$ cat src/hw/rtl/fpq_pkg.sv
// Shared types and constants of the two-queue pairing block.
`default_nettype none
package fpq_pkg;

  localparam int QUEUE_DEPTH = 64;
  localparam int ID_BITS     = 10;
  localparam int S_DATA_W    = ((ID_BITS + 7) / 8) * 8;
  localparam int M_DATA_W    = ((2 * ID_BITS + 7) / 8) * 8;

  typedef logic [ID_BITS-1:0]  id_t;
  typedef logic [S_DATA_W-1:0] s_data_t;
  typedef logic [M_DATA_W-1:0] m_data_t;

  typedef enum logic [1:0] {
    OP_ADD_REQ = 2'd0,
    OP_ADD_SRV = 2'd1,
    OP_MATCH   = 2'd2,
    OP_CANCEL  = 2'd3
  } opcode_e;

  typedef enum logic [1:0] {
    ST_ACCEPTED = 2'd0,
    ST_MATCHED  = 2'd1,
    ST_NO_MATCH = 2'd2,
    ST_FULL     = 2'd3
  } status_e;

  typedef enum logic [2:0] {
    CMD_HOLD,
    CMD_PUSH,
    CMD_POP,
    CMD_KILL,
    CMD_COMPACT
  } cell_cmd_e;

  typedef struct packed {
    logic head_valid;
    logic full;
    logic settled;
  } chain_stat_t;

endpackage
`default_nettype wire

$ cat src/hw/rtl/fpq_cell.sv
// One queue cell: holds an identifier and its valid bit and trades with its neighbors.
`default_nettype none
module fpq_cell (
  input  wire logic              clk_i,
  input  wire logic              rst_ni,
  input  fpq_pkg::cell_cmd_e     cmd_i,
  input  fpq_pkg::id_t           id_i,
  input  wire logic              prev_valid_i,
  input  wire logic              next_valid_i,
  input  fpq_pkg::id_t           next_data_i,
  output logic                   valid_o,
  output fpq_pkg::id_t           data_o
);
  import fpq_pkg::*;

  logic valid_q, valid_d;
  id_t  data_q, data_d;

  always_comb begin
    valid_d = valid_q;
    data_d  = data_q;
    unique case (cmd_i)
      CMD_PUSH: begin
        if (!valid_q && prev_valid_i) begin
          valid_d = 1'b1;
          data_d  = id_i;
        end
      end
      CMD_POP: begin
        valid_d = next_valid_i;
        data_d  = next_data_i;
      end
      CMD_KILL: begin
        if (valid_q && (data_q == id_i)) begin
          valid_d = 1'b0;
        end
      end
      CMD_COMPACT: begin
        // A hole pulls its successor in; a word pulled by an earlier hole leaves.
        if (!valid_q) begin
          valid_d = next_valid_i;
          data_d  = next_data_i;
        end else if (!prev_valid_i) begin
          valid_d = 1'b0;
        end
      end
      default: begin
        valid_d = valid_q;
      end
    endcase
  end

  always_ff @(posedge clk_i or negedge rst_ni) begin
    if (!rst_ni) begin
      valid_q <= 1'b0;
    end else begin
      valid_q <= valid_d;
    end
  end

  always_ff @(posedge clk_i) begin
    data_q <= data_d;
  end

  assign valid_o = valid_q;
  assign data_o  = data_q;

endmodule
`default_nettype wire

$ cat src/hw/rtl/fpq_chain.sv
// A row of queue cells forming one order-preserving queue with its head at cell zero.
`default_nettype none
module fpq_chain (
  input  wire logic            clk_i,
  input  wire logic            rst_ni,
  input  fpq_pkg::cell_cmd_e   cmd_i,
  input  fpq_pkg::id_t         id_i,
  output fpq_pkg::id_t         head_data_o,
  output fpq_pkg::chain_stat_t stat_o
);
  import fpq_pkg::*;

  logic                   valid [QUEUE_DEPTH];
  id_t                    data  [QUEUE_DEPTH];
  logic [QUEUE_DEPTH-2:0] hole;

  for (genvar i = 0; i < QUEUE_DEPTH; i++) begin : g_cell
    logic prev_valid;
    logic next_valid;
    id_t  next_data;

    if (i == 0) begin : g_first
      assign prev_valid = 1'b1;
    end else begin : g_mid
      assign prev_valid = valid[i-1];
    end

    if (i == QUEUE_DEPTH - 1) begin : g_last
      assign next_valid = 1'b0;
      assign next_data  = '0;
    end else begin : g_inner
      assign next_valid = valid[i+1];
      assign next_data  = data[i+1];
      assign hole[i]    = !valid[i] && valid[i+1];
    end

    fpq_cell u_cell (
      .clk_i        (clk_i),
      .rst_ni       (rst_ni),
      .cmd_i        (cmd_i),
      .id_i         (id_i),
      .prev_valid_i (prev_valid),
      .next_valid_i (next_valid),
      .next_data_i  (next_data),
      .valid_o      (valid[i]),
      .data_o       (data[i])
    );
  end

  assign head_data_o       = data[0];
  assign stat_o.head_valid = valid[0];
  assign stat_o.full       = valid[QUEUE_DEPTH-1];
  assign stat_o.settled    = ~|hole;

endmodule
`default_nettype wire

$ cat src/hw/rtl/fifo_pairing_queue_with_cancel_top.sv
// Top level of the two-queue pairing block with requester cancel.
//
// The slave stream takes one command word per handshake: s_axis_tuser_i holds
// the opcode and s_axis_tdata_i the identifier. The master stream returns one
// result word for every command: m_axis_tuser_o holds the status and
// m_axis_tdata_o the matched server and requester identifiers.
// Each queue is a row of QUEUE_DEPTH cells with its head in cell zero.
// A result appears in the cycle after its command is taken and sits in an output
// register, so the next command can be taken in the same cycle as that word is.
// Add and match commands sustain one word per cycle while the receiver keeps up.
// A cancel clears the matching cells and then closes the holes,
// each hole moving one cell toward the tail per cycle, so the slave side stays
// stalled after a cancel until no hole is left in the requester queue.
// When the receiver stalls, the result word holds and no new command is taken
// until the output register can be refilled.
// Reset empties both queues and the output register; it takes effect at once.
`default_nettype none
module fifo_pairing_queue_with_cancel_top (
  input  wire logic             clk_i,
  input  wire logic             rst_ni,
  input  wire logic             s_axis_tvalid_i,
  output logic                  s_axis_tready_o,
  input  fpq_pkg::s_data_t      s_axis_tdata_i,  // [9:0] entity_id, upper bits zero
  input  wire logic [1:0]       s_axis_tuser_i,  // [1:0] opcode
  output logic                  m_axis_tvalid_o,
  input  wire logic             m_axis_tready_i,
  output fpq_pkg::m_data_t      m_axis_tdata_o,  // [9:0] server_id, [19:10] requester_id
  output logic [1:0]            m_axis_tuser_o   // [1:0] status
);
  import fpq_pkg::*;

  typedef enum logic {
    ST_RUN,
    ST_COMPACT
  } state_e;

  state_e      state_q, state_d;
  logic        m_valid_q, m_valid_d;
  status_e     status_q, status_d;
  id_t         srv_q, srv_d;
  id_t         req_q, req_d;

  cell_cmd_e   req_cmd, srv_cmd;
  chain_stat_t req_stat, srv_stat;
  id_t         req_head, srv_head;
  id_t         in_id;
  opcode_e     opcode;
  logic        accept;
  logic        both_ready;

  assign in_id      = s_axis_tdata_i[ID_BITS-1:0];
  assign opcode     = opcode_e'(s_axis_tuser_i);
  assign both_ready = req_stat.head_valid && srv_stat.head_valid;

  assign s_axis_tready_o = (state_q == ST_RUN) && (!m_valid_q || m_axis_tready_i);
  assign accept          = s_axis_tvalid_i && s_axis_tready_o;

  always_comb begin
    req_cmd   = CMD_HOLD;
    srv_cmd   = CMD_HOLD;
    state_d   = state_q;
    m_valid_d = m_valid_q && !m_axis_tready_i;
    status_d  = status_q;
    srv_d     = srv_q;
    req_d     = req_q;
    if (state_q == ST_COMPACT) begin
      req_cmd = CMD_COMPACT;
      if (req_stat.settled) begin
        state_d = ST_RUN;
      end
    end else if (accept) begin
      m_valid_d = 1'b1;
      status_d  = ST_ACCEPTED;
      srv_d     = '0;
      req_d     = '0;
      unique case (opcode)
        OP_ADD_REQ: begin
          if (req_stat.full) begin
            status_d = ST_FULL;
          end else begin
            req_cmd = CMD_PUSH;
          end
        end
        OP_ADD_SRV: begin
          if (srv_stat.full) begin
            status_d = ST_FULL;
          end else begin
            srv_cmd = CMD_PUSH;
          end
        end
        OP_MATCH: begin
          if (both_ready) begin
            req_cmd  = CMD_POP;
            srv_cmd  = CMD_POP;
            status_d = ST_MATCHED;
            srv_d    = srv_head;
            req_d    = req_head;
          end else begin
            status_d = ST_NO_MATCH;
          end
        end
        OP_CANCEL: begin
          req_cmd = CMD_KILL;
          state_d = ST_COMPACT;
        end
        default: begin
          status_d = ST_ACCEPTED;
        end
      endcase
    end
  end

  always_ff @(posedge clk_i or negedge rst_ni) begin
    if (!rst_ni) begin
      state_q   <= ST_RUN;
      m_valid_q <= 1'b0;
    end else begin
      state_q   <= state_d;
      m_valid_q <= m_valid_d;
    end
  end

  always_ff @(posedge clk_i) begin
    status_q <= status_d;
    srv_q    <= srv_d;
    req_q    <= req_d;
  end

  fpq_chain u_req_chain (
    .clk_i       (clk_i),
    .rst_ni      (rst_ni),
    .cmd_i       (req_cmd),
    .id_i        (in_id),
    .head_data_o (req_head),
    .stat_o      (req_stat)
  );

  fpq_chain u_srv_chain (
    .clk_i       (clk_i),
    .rst_ni      (rst_ni),
    .cmd_i       (srv_cmd),
    .id_i        (in_id),
    .head_data_o (srv_head),
    .stat_o      (srv_stat)
  );

  assign m_axis_tvalid_o = m_valid_q;
  assign m_axis_tuser_o  = status_q;
  assign m_axis_tdata_o  = m_data_t'({req_q, srv_q});

  a_compact_blocks_input : assert property (@(posedge clk_i) disable iff (!rst_ni)
    (state_q == ST_COMPACT) |-> !s_axis_tready_o)
    else $error("command taken while the requester queue is compacting");

  a_compact_until_settled : assert property (@(posedge clk_i) disable iff (!rst_ni)
    ((state_q == ST_COMPACT) && !req_stat.settled) |=> (state_q == ST_COMPACT))
    else $error("compaction ended with holes left in the requester queue");

  a_cancel_starts_compact : assert property (@(posedge clk_i) disable iff (!rst_ni)
    (accept && (opcode == OP_CANCEL)) |=> (state_q == ST_COMPACT) && m_valid_q)
    else $error("cancel did not enter compaction with a result word");

  a_match_pops : assert property (@(posedge clk_i) disable iff (!rst_ni)
    (accept && (opcode == OP_MATCH) && both_ready) |=>
      (m_valid_q && (status_q == ST_MATCHED)))
    else $error("match with both queues filled did not report a pair");

  a_ids_zero_unmatched : assert property (@(posedge clk_i) disable iff (!rst_ni)
    (m_valid_q && (status_q != ST_MATCHED)) |-> ((srv_q == '0) && (req_q == '0)))
    else $error("identifiers nonzero on a result without a pair");

endmodule
`default_nettype wire
$ cat config.mk
export PLATFORM = sky130hd
export DESIGN_NAME = fifo_pairing_queue_with_cancel_top
export DESIGN_NICKNAME = d
export VERILOG_FILES = /design/src/hw/rtl/fpq_pkg.sv /design/src/hw/rtl/fpq_cell.sv /design/src/hw/rtl/fpq_chain.sv /design/src/hw/rtl/fifo_pairing_queue_with_cancel_top.sv
export SDC_FILE = /design/constraint.sdc
export NUM_CORES = 2
export LEC_CHECK = 0
export ABC_AREA = 0
export ABC_CLOCK_PERIOD_IN_PS = 113100
export BUFFER_PORTS_ARGS = -buffer_cell sky130_fd_sc_hd__buf_2
export CAP_MARGIN = 20
export CORE_ASPECT_RATIO = 0.7
export CORE_MARGIN = 5
export CORE_UTILIZATION = 50
export CTS_CLUSTER_SIZE = 40
export DETAILED_ROUTE_END_ITERATION = 6
export GPL_TIMING_DRIVEN = 1
export PLACE_DENSITY = 0.75
export SYNTH_ARGS = -nofsm -noshare
export SYNTH_HDL_FRONTEND = slang
export SYNTH_HIERARCHICAL = 1
export SYNTH_SLANG_ARGS = --single-unit
$ cat constraint.sdc
create_clock -name clk_i -period 113.1 [get_ports clk_i]
set_clock_uncertainty 0.05 [all_clocks]
set_input_delay 5.655 -clock clk_i [delete_from_list [all_inputs] [get_ports clk_i]]
set_output_delay 5.655 -clock clk_i [all_outputs]
set_load 0.02 [all_outputs]
-- Yosys cells after proc, flatten, opt, wreduce, memory -nomap -nowiden
Index checks and enable logic that the tools add are counted.
Widths: inputs -> output; s select.
- flip-flop bits (word level): 1432
- word-level logic and storage cells: 2539
- equal/unequal tests: 523
- muxes and demuxes: 1039
- bitwise gates (word level): 1
- reduce and logical (&&, ||, !) cells: 715
- operator list (kind ; count):
    $pmux 10 s3 ; 128
    $mux 10 ; 256
    $eq 10x10->1 ; 128
    $ne 2x2->1 const B ; 384
    $reduce_and 3->1 ; 254
    $mux 1 ; 516
    $pmux 1 s4 ; 128
    $logic_and 1x1->1 ; 321
    $logic_not 1->1 ; 129
    $reduce_or 63->1 ; 1
    $mux 2 ; 7
    $pmux 2 s3 ; 2
    $eq 2x2->1 const B ; 4
    $reduce_and 2->1 ; 4
    $reduce_bool 4->1 ; 2
    $eq 3x2->1 const B ; 2
    $reduce_bool 3->1 ; 2
    $eq 2x1->1 const B ; 2
    $pmux 2 s2 ; 1
    $eq 2x3->1 const B ; 1
    $eq 3x1->1 const B ; 1
    $eq 3x3->1 const B ; 1
    $mux 3 ; 1
    $logic_not 2->1 ; 1
    other kinds (2) ; 2

-- Logic depth before layout (Yosys ltp)
- depth in word-level cells: 9
- gate-level depth with buffers: 8

-- By module
Netlist, hierarchy kept.
- modules (own cells, without submodules) (module ; instances ; cells an instance ; area an instance (um^2)):
    fpq_cell ; 128 ; 53 ; 670.6
    fifo_pairing_queue_with_cancel_top ; 1 ; 81 ; 1087.3
    fpq_chain ; 2 ; 88 ; 490.5

-- Worst setup path before layout
Ideal clock, no wire load.
- kind: input port to flip-flop
- start point: input s_axis_tuser_i[0]
- end point: register u_srv_chain.g_cell[0].u_cell.data_q[0], enable pin
- setup time: 2087 ps
- arrival: 44450 ps
- setup slack: 66514 ps
- cell stages on the path: 5
- cells stage by stage: inv_1 ha_1 nand3_1 nor4_1 o32ai_1
- longest elaborated chain between the ends: 7
- elaborated cells on any way between the ends: 12
- those cells by class: 7 x eq/ne; 3 x mux; 2 x reduce/logical
- RTL lines (element ; RTL line ; source):
    from (decl) ; fifo_pairing_queue_with_cancel_top.sv:24 ; input wire logic [1:0] s_axis_tuser_i,
    $eq 2x2->1 or $eq 2x1->1 (tied branches) ; fifo_pairing_queue_with_cancel_top.sv:76 ; unique case (opcode)
    $pmux 2 s2 (*) ; fifo_pairing_queue_with_cancel_top.sv:76 ;
    $mux 2 (*) ; fifo_pairing_queue_with_cancel_top.sv:71 ; end else if (accept) begin
    $mux 2 (*) ; fifo_pairing_queue_with_cancel_top.sv:66 ; if (state_q == ST_COMPACT) begin
    named net srv_cmd[1] ; fifo_pairing_queue_with_cancel_top.sv:43 ; cell_cmd_e req_cmd, srv_cmd;
    $eq 2x3->1, or another cell as far along ; fpq_cell.sv:22 ; unique case (cmd_i)
    $ne 2x2->1 (no line) or $reduce_bool 3->1 (tied branches) ; -- ;
    $reduce_and 3->1 (no line) (*) ; -- ;
    to (signal assigned) ; fpq_cell.sv:62 ; data_q <= data_d;
    to (decl) ; fpq_cell.sv:17 ; id_t data_q, data_d;
The timed path passes the listed nets; every way through them passes the cells marked *.
A chain may end at the register's enable or synchronous reset.

-- Worst setup path after layout
- start point: input m_axis_tready_i
- end point: output s_axis_tready_o
- longest elaborated chain between the ends: 2
- RTL lines (element ; RTL line ; source):
    from (decl) ; fifo_pairing_queue_with_cancel_top.sv:26 ; input wire logic m_axis_tready_i,
    $logic_or 1x1->1 ; fifo_pairing_queue_with_cancel_top.sv:55 ; assign s_axis_tready_o = (state_q == ST_RUN) && (!m_valid_q || m_axis_tready_i);
    $logic_and 1x1->1 ; fifo_pairing_queue_with_cancel_top.sv:55 ;
    to (decl) ; fifo_pairing_queue_with_cancel_top.sv:22 ; output logic s_axis_tready_o,
No other way between the ends.

==> results.sh <==
export IMPL_timing_critical_path_slowest_stage_cell="nor2b_1"
export IMPL_fin_crit_ns=12.37
export IMPL_cts_sinks=1432
export IMPL_dpl_cell_area_sq_um=94000
export IMPL_clk_latency_ns=0.80
export IMPL_crit_top_cell="buf_2"
export IMPL_tightest_slew_ns=1.11
export IMPL_dieArea_sq_um=183000
export IMPL_die_y_um=360
export IMPL_grt_first_pass_wirelength_mm=317
export IMPL_leakage_nw=32.5
export IMPL_cts_root_buffer="clkbuf_16"
export IMPL_die_w_um=510
export IMPL_dpl_hpwl_mm=123
export IMPL_final_cell_mix="1408 x xnor2_1, 1302 x edfxtp_1, 1280 x mux2_2, 482 x conb_1, 385 x nor2b_1"
export IMPL_grt_ovfl_total=0
export IMPL_clk_pin_slew_ns=0.06
export IMPL_place_gp_congestion=0.806
export IMPL_holdCritPathClass="reg2reg"
export IMPL_ios=50
export IMPL_drtIter0Drc=4894
export IMPL_setup_tns_final_ns=0
export IMPL_critPathTopFamily="simple AND/OR/NAND/NOR gates"
export IMPL_critPathCaptureType="output pin"
export IMPL_antenna_found_initial=0
export IMPL_syn_area_sq_um=87400
export IMPL_r2r_cells=9
export IMPL_drive_gt1_share_pct=23.5
export IMPL_crit_chain="buf_2, nor2b_1, nor2_1, buf_2"
export IMPL_power_density_nw_per_um2=19.3
export IMPL_vdd_ir_drop_max_mv=0.0123
export IMPL_drv_slew=0
export IMPL_coreArea_sq_um=174000
export IMPL_slew_headroom_pct=26.2
export IMPL_wl_per_cell_um=19.1
export IMPL_avgViaCountPerCell=5.68
export IMPL_hold_depth=1
export IMPL_syn_inst=6957
export IMPL_placedCellCount=9990
export IMPL_grt_pass1_vias=57581
export IMPL_vias=58286
export IMPL_fin_area_sq_um=98700
export IMPL_cts_buffers=145
export IMPL_status="finished clean"
export IMPL_worstPathArrival_ns=6.67
export IMPL_finalSetupViolCount=0
export IMPL_crit_buf_inv=2
export IMPL_post_route_drc_count=0
export IMPL_cp_start_kind="primary input"
export IMPL_drtPass1Iterations=6
export IMPL_initial_utilization_pct=50.3
export IMPL_cts_tree="built"
export IMPL_syn_to_final_growth_pct=12.8
export IMPL_syn_area_per_cell_sq_um=12.6
export IMPL_min_period_over_period_pct=10.9
export IMPL_synth_warning_count=6
export IMPL_wl_mm=196
export IMPL_rsz0062_at_grt="no"
export IMPL_post_cts_buffers=0
export IMPL_cpPeakStageDelay_ns=0.66
export IMPL_cap_violations=0
export IMPL_fin_nets=7825
export IMPL_crit_path_max_fanout=8
export IMPL_port_buffers=39
export IMPL_fmax_mhz=80.8
export IMPL_holdBufCountCts=0
export IMPL_hold_violations=0
export IMPL_critical_path_cell_count=4
export IMPL_cts_buffer_depth=3
export IMPL_crit_required_ns=107.39
export IMPL_p_total_mw=1.91
export IMPL_drt_antenna_violating_nets=0
export IMPL_cts_max_level=4
export IMPL_final_common_cell="xnor2_1"
export IMPL_grt_usage_pct=21.0
export IMPL_fin_cells=10261
export IMPL_critPathKind="in2out"
export IMPL_ctsResizeCount=0
export IMPL_fp_row_count=128
export IMPL_grt_max_degree=211
layout make-up:
| class | instances | area, sq um |
|---|---|---|
| diodes | 1 | 2.50 |
| clock buffers | 194 | 3970 |
| clock inverters | 74 | 732 |
| fillers | 14059 | 75300 |
| inverters | 262 | 983 |
| multi-input cells | 5729 | 45900 |
| flip-flops and latches | 1432 | 42400 |
| well taps | 2340 | 2930 |
| repair buffers | 229 | 1850 |
path summary, 6_finish.rpt:
path,start,to,slack [ns]
min in group asynchronous,rst_ni,u_req_chain/g_cell[44].u_cell/valid_o,4.93
setup reg to reg,state_q,u_req_chain/g_cell[23].u_cell/data_o[3],107.80
hold / removal,u_srv_chain/g_cell[0].u_cell/data_o[2],srv_q[2],0.53
hold reg to reg,u_srv_chain/g_cell[0].u_cell/data_o[2],srv_q[2],0.53
max in group asynchronous,rst_ni,state_q,106.81
setup / recovery,m_axis_tready_i,s_axis_tready_o,100.73
worst register-to-register path, cell delays in order (launching register included):
cell and delay [ns]:
dfrtp_4 0.70, nand2b_1 0.44, a211oi_4 0.25, buf_4 0.49
buf_4 0.74, buf_4 0.74, buf_4 0.69, xnor2_1 0.22
nor2_4 0.32, mux2_2 0.39
sequential cells by signal, summed over array words and instances, names as in the netlist, 2 cells and up:
name / flops
u_srv_chain/g_cell.u_cell/data_o: 640
u_req_chain/g_cell.u_cell/data_o: 640
u_srv_chain/g_cell.u_cell/valid_o: 64
srv_q: 10
u_req_chain/g_cell.u_cell/valid_o: 64
req_q: 10
m_axis_tuser_o: 2
through the flow:
step	hold slack, ns	util, %	setup WS, ns
finish	0.532	56.7	100.73
CTS	0.536	56.7	100.72
detailed placement	0.517	54.0	100.74
global placement	0.518	54.0	100.73
floorplan	0.498	-	66.51
global route	0.555	56.7	100.63
report_power, final:
part	internal (mW)	switching [mW]
clock network	0.271	0.211
registers	0.799	0.150
logic	0.267	0.208
per-layer routing:
layer | GRT usage, % | vias to the layer above | routed length (um) | share of wire [%]
met1 | 31.9 | 28594 | 95300 | 49
met5 | 0 | - | 0 | 0
met4 | 4.74 | 0 | 3400 | 1.7
met3 | 2.89 | 238 | 11000 | 5.6
li1 | - | 27830 | - | -
met2 | 31.9 | 1624 | 86300 | 44
No activity file was read; power rests on OpenSTA's default activity.
